**config.mk**
```make
export PLATFORM = sky130hd
export DESIGN_NAME = i2c_bit_level_master
export DESIGN_NICKNAME = d
export VERILOG_FILES = /design/src/rtl/i2cbm_pkg.sv /design/src/rtl/i2c_bit_level_master.sv /design/src/rtl/i2cbm_cfg.sv /design/src/rtl/i2cbm_core.sv
export SDC_FILE = /design/constraint.sdc
export NUM_CORES = 1
export LEC_CHECK = 0
export BUFFER_PORTS_ARGS = -buffer_cell sky130_fd_sc_hd__buf_2
export CAP_MARGIN = 15
export CORE_MARGIN = 4
export CORE_UTILIZATION = 50
export CTS_BUF_LIST = sky130_fd_sc_hd__clkbuf_4 sky130_fd_sc_hd__clkbuf_8
export CTS_CLUSTER_SIZE = 14
export DETAILED_ROUTE_END_ITERATION = 7
export PLACE_DENSITY = 0.76
export SLEW_MARGIN = 30
export SYNTH_ARGS = -nofsm -noshare
export SYNTH_HDL_FRONTEND = slang
export SYNTH_SLANG_ARGS = --single-unit
```
**constraint.sdc**
```tcl
create_clock -name clk_i -period 2.8 [get_ports clk_i]
set_clock_uncertainty 0.1 [all_clocks]
set_input_delay 0.28 -clock clk_i [delete_from_list [all_inputs] [get_ports clk_i]]
set_output_delay 0.28 -clock clk_i [all_outputs]
set_load 0.01 [all_outputs]
```
**src/rtl/i2cbm_pkg.sv**
```systemverilog
// ----------------------------------------------------------------------------
// I2C bit-level master package
// Shared types, codes and constants for the tick-driven I2C bit-level master.
// ----------------------------------------------------------------------------
package i2cbm_pkg;

  // Default width of the tick delay counter.
  localparam int unsigned DelayWidthDef = 16;

  // Widths of the configuration registers and the write port.
  localparam int unsigned TickWidth  = 16;
  localparam int unsigned RetryWidth = 8;
  localparam int unsigned CfgDataW   = 16;
  localparam int unsigned CfgIdxW    = 2;

  // Register indexes on the configuration port.
  localparam logic [CfgIdxW-1:0] CFG_HALF_PERIOD = 2'd0;
  localparam logic [CfgIdxW-1:0] CFG_SETUP       = 2'd1;
  localparam logic [CfgIdxW-1:0] CFG_ACK_RETRIES = 2'd2;

  // Register reset values.
  localparam logic [TickWidth-1:0]  HalfPeriodRst = 16'd5;
  localparam logic [TickWidth-1:0]  SetupRst      = 16'd1;
  localparam logic [RetryWidth-1:0] AckRetriesRst = 8'd10;

  // Command codes.
  localparam logic [2:0] FUNC_START    = 3'd0;
  localparam logic [2:0] FUNC_STOP     = 3'd1;
  localparam logic [2:0] FUNC_WRITE    = 3'd2;
  localparam logic [2:0] FUNC_READ     = 3'd3;
  localparam logic [2:0] FUNC_SEND_ACK = 3'd4;
  localparam logic [2:0] FUNC_WAIT_ACK = 3'd5;

  // Stream widths.
  localparam int unsigned SDataW = 16;
  localparam int unsigned SUserW = 4;
  localparam int unsigned MDataW = 16;

  // Bus sequencer phases.
  typedef enum logic [4:0] {
    PH_IDLE     = 5'd0,
    PH_ST_A     = 5'd1,
    PH_ST_B     = 5'd2,
    PH_ST_C     = 5'd3,
    PH_ST_D     = 5'd4,
    PH_SP_A     = 5'd5,
    PH_SP_B     = 5'd6,
    PH_SP_C     = 5'd7,
    PH_AK_A     = 5'd8,
    PH_AK_B     = 5'd9,
    PH_WR_SETUP = 5'd10,
    PH_WR_HIGH  = 5'd11,
    PH_WR_LOW   = 5'd12,
    PH_RD_LOW   = 5'd13,
    PH_RD_HIGH  = 5'd14,
    PH_RD_HOLD  = 5'd15,
    PH_WA_LOW   = 5'd16,
    PH_WA_HIGH  = 5'd17,
    PH_WA_POLL  = 5'd18
  } phase_e;

  // Configuration register values as seen by the sequencer.
  typedef struct packed {
    logic [TickWidth-1:0]  half_period_ticks;
    logic [TickWidth-1:0]  setup_ticks;
    logic [RetryWidth-1:0] ack_retries;
  } cfg_t;

  // One result beat.
  typedef struct packed {
    logic       nack;
    logic [7:0] rx_byte;
    logic       done_res;
    logic       busy_res;
    logic       sda_enable;
    logic       sda_out;
    logic       scl_level;
  } res_t;

endpackage

```
**src/rtl/i2c_bit_level_master.sv**
```systemverilog
// ----------------------------------------------------------------------------
// I2C bit-level master
// Path: a tick beat moves from the input register into the result register
// once the result register is free or draining.
// Throughput: one tick beat per clock cycle unless the result side stalls;
// the sequencer update is a single registered step between the two registers.
// Reset: asynchronous, active low; bus idle with both lines driven high and
// configuration registers at their defaults.
// ----------------------------------------------------------------------------
module i2c_bit_level_master import i2cbm_pkg::*; #(
  parameter int unsigned DELAY_WIDTH = DelayWidthDef
) (
  input  logic                clk_i,
  input  logic                rst_ni,
  // Configuration write port
  input  logic                cfg_we_i,
  input  logic [CfgIdxW-1:0]  cfg_idx_i,
  input  logic [CfgDataW-1:0] cfg_wdata_i,
  // Tick input stream
  input  logic                s_axis_tvalid,
  output logic                s_axis_tready,
  // tx_byte[7:0], ack_level[8], sda_level[9], zero fill [15:10]
  input  logic [SDataW-1:0]   s_axis_tdata,
  // cmd_valid[0], func[3:1]
  input  logic [SUserW-1:0]   s_axis_tuser,
  // Result stream
  output logic                m_axis_tvalid,
  input  logic                m_axis_tready,
  // scl_level[0], sda_out[1], sda_enable[2], busy_res[3], done_res[4],
  // rx_byte[12:5], nack[13], zero fill [15:14]
  output logic [MDataW-1:0]   m_axis_tdata
);

  cfg_t       cfg;
  res_t       res;
  logic       step;
  logic       in_vld_q;
  logic       cmd_valid_q;
  logic [2:0] func_q;
  logic [7:0] tx_byte_q;
  logic       ack_level_q;
  logic       sda_level_q;
  logic       out_vld_q;
  res_t       res_q;

  i2cbm_cfg u_cfg (
    .clk_i       (clk_i),
    .rst_ni      (rst_ni),
    .cfg_we_i    (cfg_we_i),
    .cfg_idx_i   (cfg_idx_i),
    .cfg_wdata_i (cfg_wdata_i),
    .cfg_o       (cfg)
  );

  // A held tick beat advances when the result register is free or draining.
  assign step          = in_vld_q && (!out_vld_q || m_axis_tready);
  assign s_axis_tready = !in_vld_q || step;

  // Input register.
  always_ff @(posedge clk_i or negedge rst_ni) begin
    if (!rst_ni) begin
      in_vld_q <= 1'b0;
    end else if (s_axis_tvalid && s_axis_tready) begin
      in_vld_q <= 1'b1;
    end else if (step) begin
      in_vld_q <= 1'b0;
    end
  end

  always_ff @(posedge clk_i) begin
    if (s_axis_tvalid && s_axis_tready) begin
      cmd_valid_q <= s_axis_tuser[0];
      func_q      <= s_axis_tuser[3:1];
      tx_byte_q   <= s_axis_tdata[7:0];
      ack_level_q <= s_axis_tdata[8];
      sda_level_q <= s_axis_tdata[9];
    end
  end

  i2cbm_core #(
    .DELAY_WIDTH (DELAY_WIDTH)
  ) u_core (
    .clk_i       (clk_i),
    .rst_ni      (rst_ni),
    .step_i      (step),
    .cfg_i       (cfg),
    .cmd_valid_i (cmd_valid_q),
    .func_i      (func_q),
    .tx_byte_i   (tx_byte_q),
    .ack_level_i (ack_level_q),
    .sda_level_i (sda_level_q),
    .res_o       (res)
  );

  // Result register.
  always_ff @(posedge clk_i or negedge rst_ni) begin
    if (!rst_ni) begin
      out_vld_q <= 1'b0;
    end else if (step) begin
      out_vld_q <= 1'b1;
    end else if (m_axis_tready) begin
      out_vld_q <= 1'b0;
    end
  end

  always_ff @(posedge clk_i) begin
    if (step) begin
      res_q <= res;
    end
  end

  assign m_axis_tvalid = out_vld_q;
  assign m_axis_tdata  = {2'b00, res_q};

endmodule

```
**src/rtl/i2cbm_cfg.sv**
```systemverilog
// ----------------------------------------------------------------------------
// I2C bit-level master configuration registers
// Holds the tick counts and the ack retry limit written over the config port.
// ----------------------------------------------------------------------------
module i2cbm_cfg import i2cbm_pkg::*; (
  input  logic                clk_i,
  input  logic                rst_ni,
  input  logic                cfg_we_i,
  input  logic [CfgIdxW-1:0]  cfg_idx_i,
  input  logic [CfgDataW-1:0] cfg_wdata_i,
  output cfg_t                cfg_o
);

  cfg_t cfg_q;

  // Register writes; an index beyond the list is dropped.
  always_ff @(posedge clk_i or negedge rst_ni) begin
    if (!rst_ni) begin
      cfg_q.half_period_ticks <= HalfPeriodRst;
      cfg_q.setup_ticks       <= SetupRst;
      cfg_q.ack_retries       <= AckRetriesRst;
    end else if (cfg_we_i) begin
      unique case (cfg_idx_i)
        CFG_HALF_PERIOD: cfg_q.half_period_ticks <= cfg_wdata_i[TickWidth-1:0];
        CFG_SETUP:       cfg_q.setup_ticks       <= cfg_wdata_i[TickWidth-1:0];
        CFG_ACK_RETRIES: cfg_q.ack_retries       <= cfg_wdata_i[RetryWidth-1:0];
        default: ;
      endcase
    end
  end

  assign cfg_o = cfg_q;

endmodule

```
**src/rtl/i2cbm_core.sv**
```systemverilog
// ----------------------------------------------------------------------------
// I2C bit-level master sequencer
// Bus phase state machine; advances by one tick whenever step_i is high and
// presents the line levels and status after that tick.
// ----------------------------------------------------------------------------
module i2cbm_core import i2cbm_pkg::*; #(
  parameter int unsigned DELAY_WIDTH = DelayWidthDef
) (
  input  logic       clk_i,
  input  logic       rst_ni,
  input  logic       step_i,
  input  cfg_t       cfg_i,
  input  logic       cmd_valid_i,
  input  logic [2:0] func_i,
  input  logic [7:0] tx_byte_i,
  input  logic       ack_level_i,
  input  logic       sda_level_i,
  output res_t       res_o
);

  phase_e                 phase_q, phase_d;
  logic [DELAY_WIDTH-1:0] delay_q, delay_d;
  logic [3:0]             bit_q, bit_d;
  logic [3:0]             bit_inc;
  logic [7:0]             shift_q, shift_d;
  logic [RetryWidth-1:0]  retry_q, retry_d;
  logic                   scl_q, scl_d;
  logic                   sda_q, sda_d;
  logic                   en_q, en_d;
  logic [7:0]             rx_q, rx_d;
  logic                   nack_q, nack_d;
  logic                   tmo_q, tmo_d;
  logic                   done;

  // Tick count cut to the counter width; zero counts as one.
  function automatic logic [DELAY_WIDTH-1:0] load_ticks(logic [TickWidth-1:0] ticks);
    logic [31:0]            ext;
    logic [DELAY_WIDTH-1:0] v;
    ext = 32'(ticks);
    v   = ext[DELAY_WIDTH-1:0];
    if (v == '0) begin
      v = DELAY_WIDTH'(1);
    end
    return v;
  endfunction

  assign bit_inc = bit_q + 4'd1;

  // Next state for one tick.
  always_comb begin
    phase_d = phase_q;
    delay_d = delay_q;
    bit_d   = bit_q;
    shift_d = shift_q;
    retry_d = retry_q;
    scl_d   = scl_q;
    sda_d   = sda_q;
    en_d    = en_q;
    rx_d    = rx_q;
    nack_d  = nack_q;
    tmo_d   = tmo_q;
    done    = 1'b0;

    if (phase_q == PH_IDLE) begin
      // Launch a new command; unknown codes are ignored.
      if (cmd_valid_i) begin
        unique case (func_i)
          FUNC_START: begin
            tmo_d   = 1'b0;
            en_d    = 1'b1;
            sda_d   = 1'b1;
            phase_d = PH_ST_A;
            delay_d = load_ticks(cfg_i.half_period_ticks);
          end
          FUNC_STOP: begin
            tmo_d   = 1'b0;
            en_d    = 1'b1;
            scl_d   = 1'b0;
            sda_d   = 1'b0;
            phase_d = PH_SP_A;
            delay_d = DELAY_WIDTH'(1);
          end
          FUNC_WRITE: begin
            tmo_d   = 1'b0;
            shift_d = tx_byte_i;
            bit_d   = 4'd0;
            en_d    = 1'b1;
            scl_d   = 1'b0;
            sda_d   = tx_byte_i[7];
            phase_d = PH_WR_SETUP;
            delay_d = load_ticks(cfg_i.setup_ticks);
          end
          FUNC_READ: begin
            tmo_d   = 1'b0;
            shift_d = 8'd0;
            bit_d   = 4'd0;
            en_d    = 1'b0;
            scl_d   = 1'b0;
            phase_d = PH_RD_LOW;
            delay_d = load_ticks(cfg_i.half_period_ticks);
          end
          FUNC_SEND_ACK: begin
            tmo_d   = 1'b0;
            shift_d = {7'd0, ack_level_i};
            en_d    = 1'b1;
            scl_d   = 1'b0;
            sda_d   = 1'b0;
            phase_d = PH_AK_A;
            delay_d = load_ticks(cfg_i.half_period_ticks);
          end
          FUNC_WAIT_ACK: begin
            tmo_d   = 1'b0;
            retry_d = cfg_i.ack_retries;
            scl_d   = 1'b0;
            sda_d   = 1'b1;
            en_d    = 1'b0;
            phase_d = PH_WA_LOW;
            delay_d = load_ticks(cfg_i.half_period_ticks);
          end
          default: ;
        endcase
      end
    end else if (delay_q > DELAY_WIDTH'(1)) begin
      // Hold the current line levels.
      delay_d = delay_q - DELAY_WIDTH'(1);
    end else begin
      // Delay expired: move to the next phase.
      unique case (phase_q)
        PH_ST_A: begin
          scl_d   = 1'b1;
          phase_d = PH_ST_B;
          delay_d = load_ticks(cfg_i.half_period_ticks);
        end
        PH_ST_B: begin
          sda_d   = 1'b0;
          phase_d = PH_ST_C;
          delay_d = load_ticks(cfg_i.half_period_ticks);
        end
        PH_ST_C: begin
          scl_d   = 1'b0;
          phase_d = PH_ST_D;
          delay_d = load_ticks(cfg_i.half_period_ticks);
        end
        PH_SP_A: begin
          scl_d   = 1'b1;
          phase_d = PH_SP_B;
          delay_d = load_ticks(cfg_i.half_period_ticks);
        end
        PH_SP_B: begin
          sda_d   = 1'b1;
          phase_d = PH_SP_C;
          delay_d = load_ticks(cfg_i.half_period_ticks);
        end
        PH_SP_C: begin
          // A stop that closes an ack timeout reports nack.
          if (tmo_q) begin
            nack_d = 1'b1;
            tmo_d  = 1'b0;
          end
          phase_d = PH_IDLE;
          delay_d = '0;
          done    = 1'b1;
        end
        PH_AK_A: begin
          sda_d   = shift_q[0];
          scl_d   = 1'b1;
          phase_d = PH_AK_B;
          delay_d = load_ticks(cfg_i.half_period_ticks);
        end
        PH_AK_B: begin
          scl_d   = 1'b0;
          sda_d   = 1'b1;
          phase_d = PH_IDLE;
          delay_d = '0;
          done    = 1'b1;
        end
        PH_WR_SETUP: begin
          scl_d   = 1'b1;
          phase_d = PH_WR_HIGH;
          delay_d = load_ticks(cfg_i.half_period_ticks);
        end
        PH_WR_HIGH: begin
          scl_d   = 1'b0;
          phase_d = PH_WR_LOW;
          delay_d = load_ticks(cfg_i.half_period_ticks);
        end
        PH_WR_LOW: begin
          shift_d = {shift_q[6:0], 1'b0};
          bit_d   = bit_inc;
          if (bit_inc >= 4'd8) begin
            phase_d = PH_IDLE;
            delay_d = '0;
            done    = 1'b1;
          end else begin
            sda_d   = shift_q[6];
            phase_d = PH_WR_SETUP;
            delay_d = load_ticks(cfg_i.setup_ticks);
          end
        end
        PH_RD_LOW: begin
          scl_d   = 1'b1;
          phase_d = PH_RD_HIGH;
          delay_d = load_ticks(cfg_i.half_period_ticks);
        end
        PH_RD_HIGH: begin
          shift_d = {shift_q[6:0], sda_level_i};
          phase_d = PH_RD_HOLD;
          delay_d = load_ticks(cfg_i.half_period_ticks);
        end
        PH_RD_HOLD: begin
          bit_d = bit_inc;
          scl_d = 1'b0;
          if (bit_inc >= 4'd8) begin
            rx_d    = shift_q;
            phase_d = PH_IDLE;
            delay_d = '0;
            done    = 1'b1;
          end else begin
            phase_d = PH_RD_LOW;
            delay_d = load_ticks(cfg_i.half_period_ticks);
          end
        end
        PH_WA_LOW: begin
          scl_d   = 1'b1;
          phase_d = PH_WA_HIGH;
          delay_d = load_ticks(cfg_i.half_period_ticks);
        end
        PH_WA_HIGH, PH_WA_POLL: begin
          // Poll the data line for an ack.
          if (retry_q == '0) begin
            tmo_d   = 1'b1;
            en_d    = 1'b1;
            scl_d   = 1'b0;
            sda_d   = 1'b0;
            phase_d = PH_SP_A;
            delay_d = DELAY_WIDTH'(1);
          end else if (!sda_level_i) begin
            scl_d   = 1'b0;
            en_d    = 1'b1;
            nack_d  = 1'b0;
            phase_d = PH_IDLE;
            delay_d = '0;
            done    = 1'b1;
          end else begin
            retry_d = retry_q - RetryWidth'(1);
            phase_d = PH_WA_POLL;
            delay_d = load_ticks(cfg_i.half_period_ticks);
          end
        end
        default: begin
          phase_d = PH_IDLE;
          delay_d = '0;
          done    = 1'b1;
        end
      endcase
    end
  end

  // State registers, updated once per tick.
  always_ff @(posedge clk_i or negedge rst_ni) begin
    if (!rst_ni) begin
      phase_q <= PH_IDLE;
      delay_q <= '0;
      bit_q   <= '0;
      shift_q <= '0;
      retry_q <= '0;
      scl_q   <= 1'b1;
      sda_q   <= 1'b1;
      en_q    <= 1'b1;
      rx_q    <= '0;
      nack_q  <= 1'b0;
      tmo_q   <= 1'b0;
    end else if (step_i) begin
      phase_q <= phase_d;
      delay_q <= delay_d;
      bit_q   <= bit_d;
      shift_q <= shift_d;
      retry_q <= retry_d;
      scl_q   <= scl_d;
      sda_q   <= sda_d;
      en_q    <= en_d;
      rx_q    <= rx_d;
      nack_q  <= nack_d;
      tmo_q   <= tmo_d;
    end
  end

  // Result of this tick: line and status values after the update.
  assign res_o.scl_level  = scl_d;
  assign res_o.sda_out    = sda_d;
  assign res_o.sda_enable = en_d;
  assign res_o.busy_res   = (phase_d != PH_IDLE);
  assign res_o.done_res   = done;
  assign res_o.rx_byte    = rx_d;
  assign res_o.nack       = nack_d;

endmodule

```
Word level (Yosys, flattened, before mapping)
Cells that the tools add are included.

operators by class
  add/sub/neg operators = 3
  multiply operators = 0
  divide/modulo/power cells = 0
  order comparisons = 2
  equal/unequal tests = 33
  shift-type cells = 0
  muxes and demuxes = 82
  bitwise operators = 0
  reductions and logical operators = 43

operators with widths
  cell                     number
  $mux W16                 9
  $mux W8                  14
  $pmux W5 S14             1
  $pmux W16 S4             1
  $pmux W16 S3             1
  $eq A5 B4 Y1 const B     8
  $mux W1                  34
  $logic_not A16 Y1        2
  $pmux W5 S6              1
  $mux W4                  7
  $mux W5                  5
  $pmux W8 S3              1
  $gt A16 B1 Y1 const B    1
  $pmux W8 S2              1
  $reduce_or A2 Y1         8
  $sub A16 B1 Y16 const B  1
  $eq A5 B3 Y1 const B     3
  $eq A5 B5 Y1 const B     3
  $reduce_or A4 Y1         3
  $reduce_or A6 Y1         2
  $reduce_or A11 Y1        1
  $eq A5 B2 Y1 const B     2
  $reduce_and A5 Y1        2
  $reduce_bool A2 Y1       5
  30 further kinds         47

storage, ports and cells
  register bits = 124
  bits in latches = 0
  memory bits (writable) = 0
  ROM bits = 0
  input port bits = 43
  output and inout bits = 18
  logic and storage cells = 191
  memories kept = 0

Depth between registers and ports, before layout
  word-level depth = 7
  depth in mapped cells = 10
  depth with buffers taken out = 8

Modules after synthesis
Synthesis repeated with hierarchy kept, for this count alone.

unflattened totals
  cell total of the unflattened synthesis = 689
  area, all modules = 6975.4 µm²

by module, submodules not included
  module                instances  cells each  area an instance (µm²)
  i2cbm_core            1          565         4494.3
  i2cbm_cfg             1          85          1517.7
  i2c_bit_level_master  1          39          963.4

Worst setup path before layout
Ideal clock, no wire load.

  path kind = reg-to-reg
  start point = register u_core.delay_q[0]
  end point = register u_core.shift_q[0]
  library setup time = 0.125 ns
  data arrival time = 2.310 ns
  data required time = 2.575 ns
  slack = 0.266 ns
  stages on the path, launching flop included = 10
  buffers on the path = 1
  clock period less this slack = 2.534 ns
  path through = dfrtp_1 > inv_1 > ha_1 > nor2_1 > or4_1 > clkbuf_1 > nor2_4 > nand4_1 > a21oi_4 > mux2_2

on the way
  word-level cells in the longest chain between the ends = 3

ends and longest elaborated chain
  what                                RTL line           text
  start, declared                     i2cbm_core.sv:22   logic [DELAY_WIDTH-1:0] delay_q, delay_d;
  start signal, assigned              i2cbm_core.sv:275  delay_q <= delay_d;
  $gt A16 B1 Y1                       i2cbm_core.sv:123  end else if (delay_q > DELAY_WIDTH'(1)) begin
  $ne A2 B1 Y1 (no source line)       n/a
  $reduce_and A5 Y1 (no source line)  n/a
  end signal, assigned                i2cbm_core.sv:277  shift_q <= shift_d;
  end, declared                       i2cbm_core.sv:25   logic [7:0] shift_q, shift_d;

No other way between the ends.
A chain may end at the register's enable or synchronous reset.

==> flow_summary.ini <==
[logic_synthesis]
yosysTopAreaCell = dfrtp_1
synthDominantCellAreaShare = 0.311
avgSynthCellArea_um2 = 10.1
ys_warn_count = 0
ys_async_sr_fraction = 0.774
synth_area_leaders = dfrtp_1, edfxtp_1, mux2_2, nand2_1, a21oi_1
netlist_instances = 702
ys.flop_type = dfrtp_1
ys_ff_latch = 124
synth_seq_area_share = 0.460
syn_area_um2 = 7070
synth.distinct_cells = 78
synth_edf_count = 28

[setup_path]
crit_path_start_kind = flop
worstPathArrival_ns = 2.79
slowest_stage = or4b_1
reg2reg_from = u_core.retry_q[0]
r2r_cells = 8
crit_required_ns = 2.88
r2r_end = m_axis_tdata[3]
path_delay_family = simple AND/OR/NAND/NOR gates
crit_chain = inv_1, ha_1, or4b_1, or4_4, nand3_1, o221ai_1, a211oi_2, nand4_1
critPathMaxFanout = 4
path_buf_inv = 1
rrSetupSlack_ns = 0.1
cp-end-kind = flop
crit_type = reg2reg
critical_path.max_stage_delay_ns = 0.50

[clock_network]
cts.sinks = 124
cts_root_buf = clkbuf_8
cts_htree_levels = 4
cts-buffers-inserted = 17
clkLatencyLatePin_ns = 0.45
clock_path_buffers = 2
cts_tree = done
clkSlewWorstSetupHoldPaths_ns = 0.08

[power]
powerDensity_nw_per_um2 = 747
clkPwrFrac = 0.261
p_int_uw = 4000
combPwrFrac = 0.335
pwr-share-seq = 0.404
sw_frac_of_total = 0.376
leakage_uw = 0.00350
power.switching_uw = 2410
irDropWorstVdd_v = 0.000553

[timing]
setup-violations-final = 0
hold_violations = 0
rsz0062_at_grt = false
slew_violations = 0
worst_pin_slew_ns = 0.807
fin_tns_setup_ns = 0
period_minus_slack_ns = 2.70
period_share = 0.965
holdWs_ns = 0.270
slew_headroom = 0.460
clock.fmax_ghz = 0.370

[worst_hold_path]
min_from = cfg_idx_i[0]
worstHoldPathCells = 5
hold_class = in2reg
holdPathEnd = u_cfg.cfg_o[31]

[grt]
grt_max_degree = 50
antenna_found_initial = 0
overflow = 0
grt_pass1_vias = 6131
track_usage = 0.265
grt_pass1_wl_mm = 33.7

[layout]
drive_above_1_share = 0.278
final_cell_mix = dfrtp_1, nand2_1, mux2_2
fin_area_um2 = 8580
mostFrequentLayoutCell = dfrtp_1
nets = 865
area_growth_pct = 21.3
diodes = 0

[detailed_routing]
drc = 0
firstDrtPassIters = 5
via_per_inst = 6.26
ant_nets = 0
num_vias = 6329
drt_iter0_drc = 816
finalWirelength_mm = 20.8
avgRoutedWirePerCell_um = 20.6

[floorplan]
io-pin-count = 61
die_y_um = 127
fp.dieW_um = 127
coreArea_um2 = 13900
initial_core_util = 0.510
rows = 43
die_area_um2 = 16100

[placed_design]
place_area_um2 = 7820
gp_congestion = 0.937
port_buffers = 52
dp_hpwl_mm = 14.9

[run_status]
status = finished, final reports clean

[job]
drv_cap = 0
## repair_timing
item,CTS,global route
endpoints found under the hold margin,96,0
buffers inserted,0,0
hold buffers,33,0
gates resized for setup,0,4
endpoints found under the setup margin,0,2
## synthesized netlist by cell type (4+ instances only)
cell type and count:
dfrtp_1 88, mux2_2 66, nand2_1 66, a21oi_1 45, o21ai_0 43, nor2_1 40
edfxtp_1 28, clkbuf_1 25, o22ai_1 20, nor3_1 16, nor4_1 16, inv_1 15
nand3_1 14, mux2i_1 12, nand2b_1 11, or3_1 11, a22o_1 10, a31oi_1 10
buf_2 8, dfstp_2 8, nor2b_1 8, a211oi_1 7, nand4_1 7, nor3b_1 6
o221ai_1 6, o31ai_1 6, or4_1 6, xor2_1 6, and2_1 5, buf_1 5
xnor2_1 5, a221oi_1 4, buf_4 4, ha_1 4, nand3b_1 4, o211ai_1 4
o32ai_1 4
## tightest hold or removal path, stage by stage
cell     delay [ns]
buf_2          0.10
nor3b_2        0.04
buf_4          0.20
nand2_1        0.08
o21ai_0        0.07
## worst max path at each step
| stage | start | to | depth (start not counted) |
|---|---|---|---|
| after floorplan | u_core.delay_q[0] | u_core.shift_q[0] | 9 |
| after global placement | u_core.retry_q[0] | m_axis_tdata[3] | 8 |
| after detailed placement | u_core.retry_q[0] | m_axis_tdata[3] | 8 |
| after CTS | u_core.retry_q[0] | m_axis_tdata[3] | 8 |
| after global routing | u_core.retry_q[1] | m_axis_tdata[3] | 8 |
| final | u_core.retry_q[0] | m_axis_tdata[3] | 8 |
## kinds of logic (layout without fill, tap and decap cells)
| kind of cell | Yosys count | after routing | synth area share |
|---|---|---|---|
| flip-flops | 124 | 124 | 0.460 |
| AND/OR/NAND/NOR | 231 | 231 | 0.178 |
| other | 1 | 2 | 0.000530 |
| multiplexers | 78 | 78 | 0.122 |
| XOR/XNOR | 11 | 11 | 0.0136 |
| AO/OA/AOI/OAI | 192 | 192 | 0.181 |
| adder cells (fa/ha/maj) | 5 | 5 | 0.00849 |
| buffers and inverters | 60 | 188 | 0.0364 |
## layout make-up
class / count / area (um2)
Fill cell: 1099 / 5300
Multi-Input combinational cell: 519 / 3590
Sequential cell: 124 / 3250
Timing Repair Buffer: 139 / 1040
Clock buffer: 17 / 234
Tap cell: 180 / 225
Clock inverter: 15 / 185
Inverter: 17 / 63.8
## layer usage
layer | vias to the layer above | share of wire | track usage
li1 | 2890 | - | -
met1 | 3091 | 0.44 | 0.385
met2 | 297 | 0.47 | 0.414
met3 | 51 | 0.067 | 0.0408
met4 | 0 | 0.023 | 0.0801
met5 | - | 0 | 0
## power by group through the flow
| stage | clock, uW | sequential, uW | combinational, uW |
|---|---|---|---|
| 3_5_place_dp | 0 | 2610 | 2060 |
| 5_1_grt | 1790 | 2630 | 2360 |
| 3_3_place_gp | 0 | 2590 | 2020 |
| 6_report | 1670 | 2590 | 2150 |
| 4_1_cts | 1710 | 2570 | 2100 |
| 2_1_floorplan | 0 | 2440 | 1440 |
## metrics by stage
stage                     worst slack [ns]  power, uW  utilization  std cells
after detailed placement            0.0965       4660        0.563        946
after CTS                           0.0842       6380        0.617       1011
final                               0.0971       6410        0.618       1011
after global routing                0.0100       6780        0.618       1011
after global placement               0.176       4610        0.563        946
after floorplan                      0.266       3880            -        703
## sequential cells by signal, indices dropped and copies added (netlist names), 3 cells and up
name	flops
func_q	3
u_core.phase_q	5
u_core.shift_q	8
m_axis_tdata	14
u_core.rx_q	8
u_core.retry_q	8
u_core.bit_q	4
u_cfg.cfg_o	40
tx_byte_q	8
u_core.delay_q	16
Note: power is estimated with default switching activity, not from simulation.
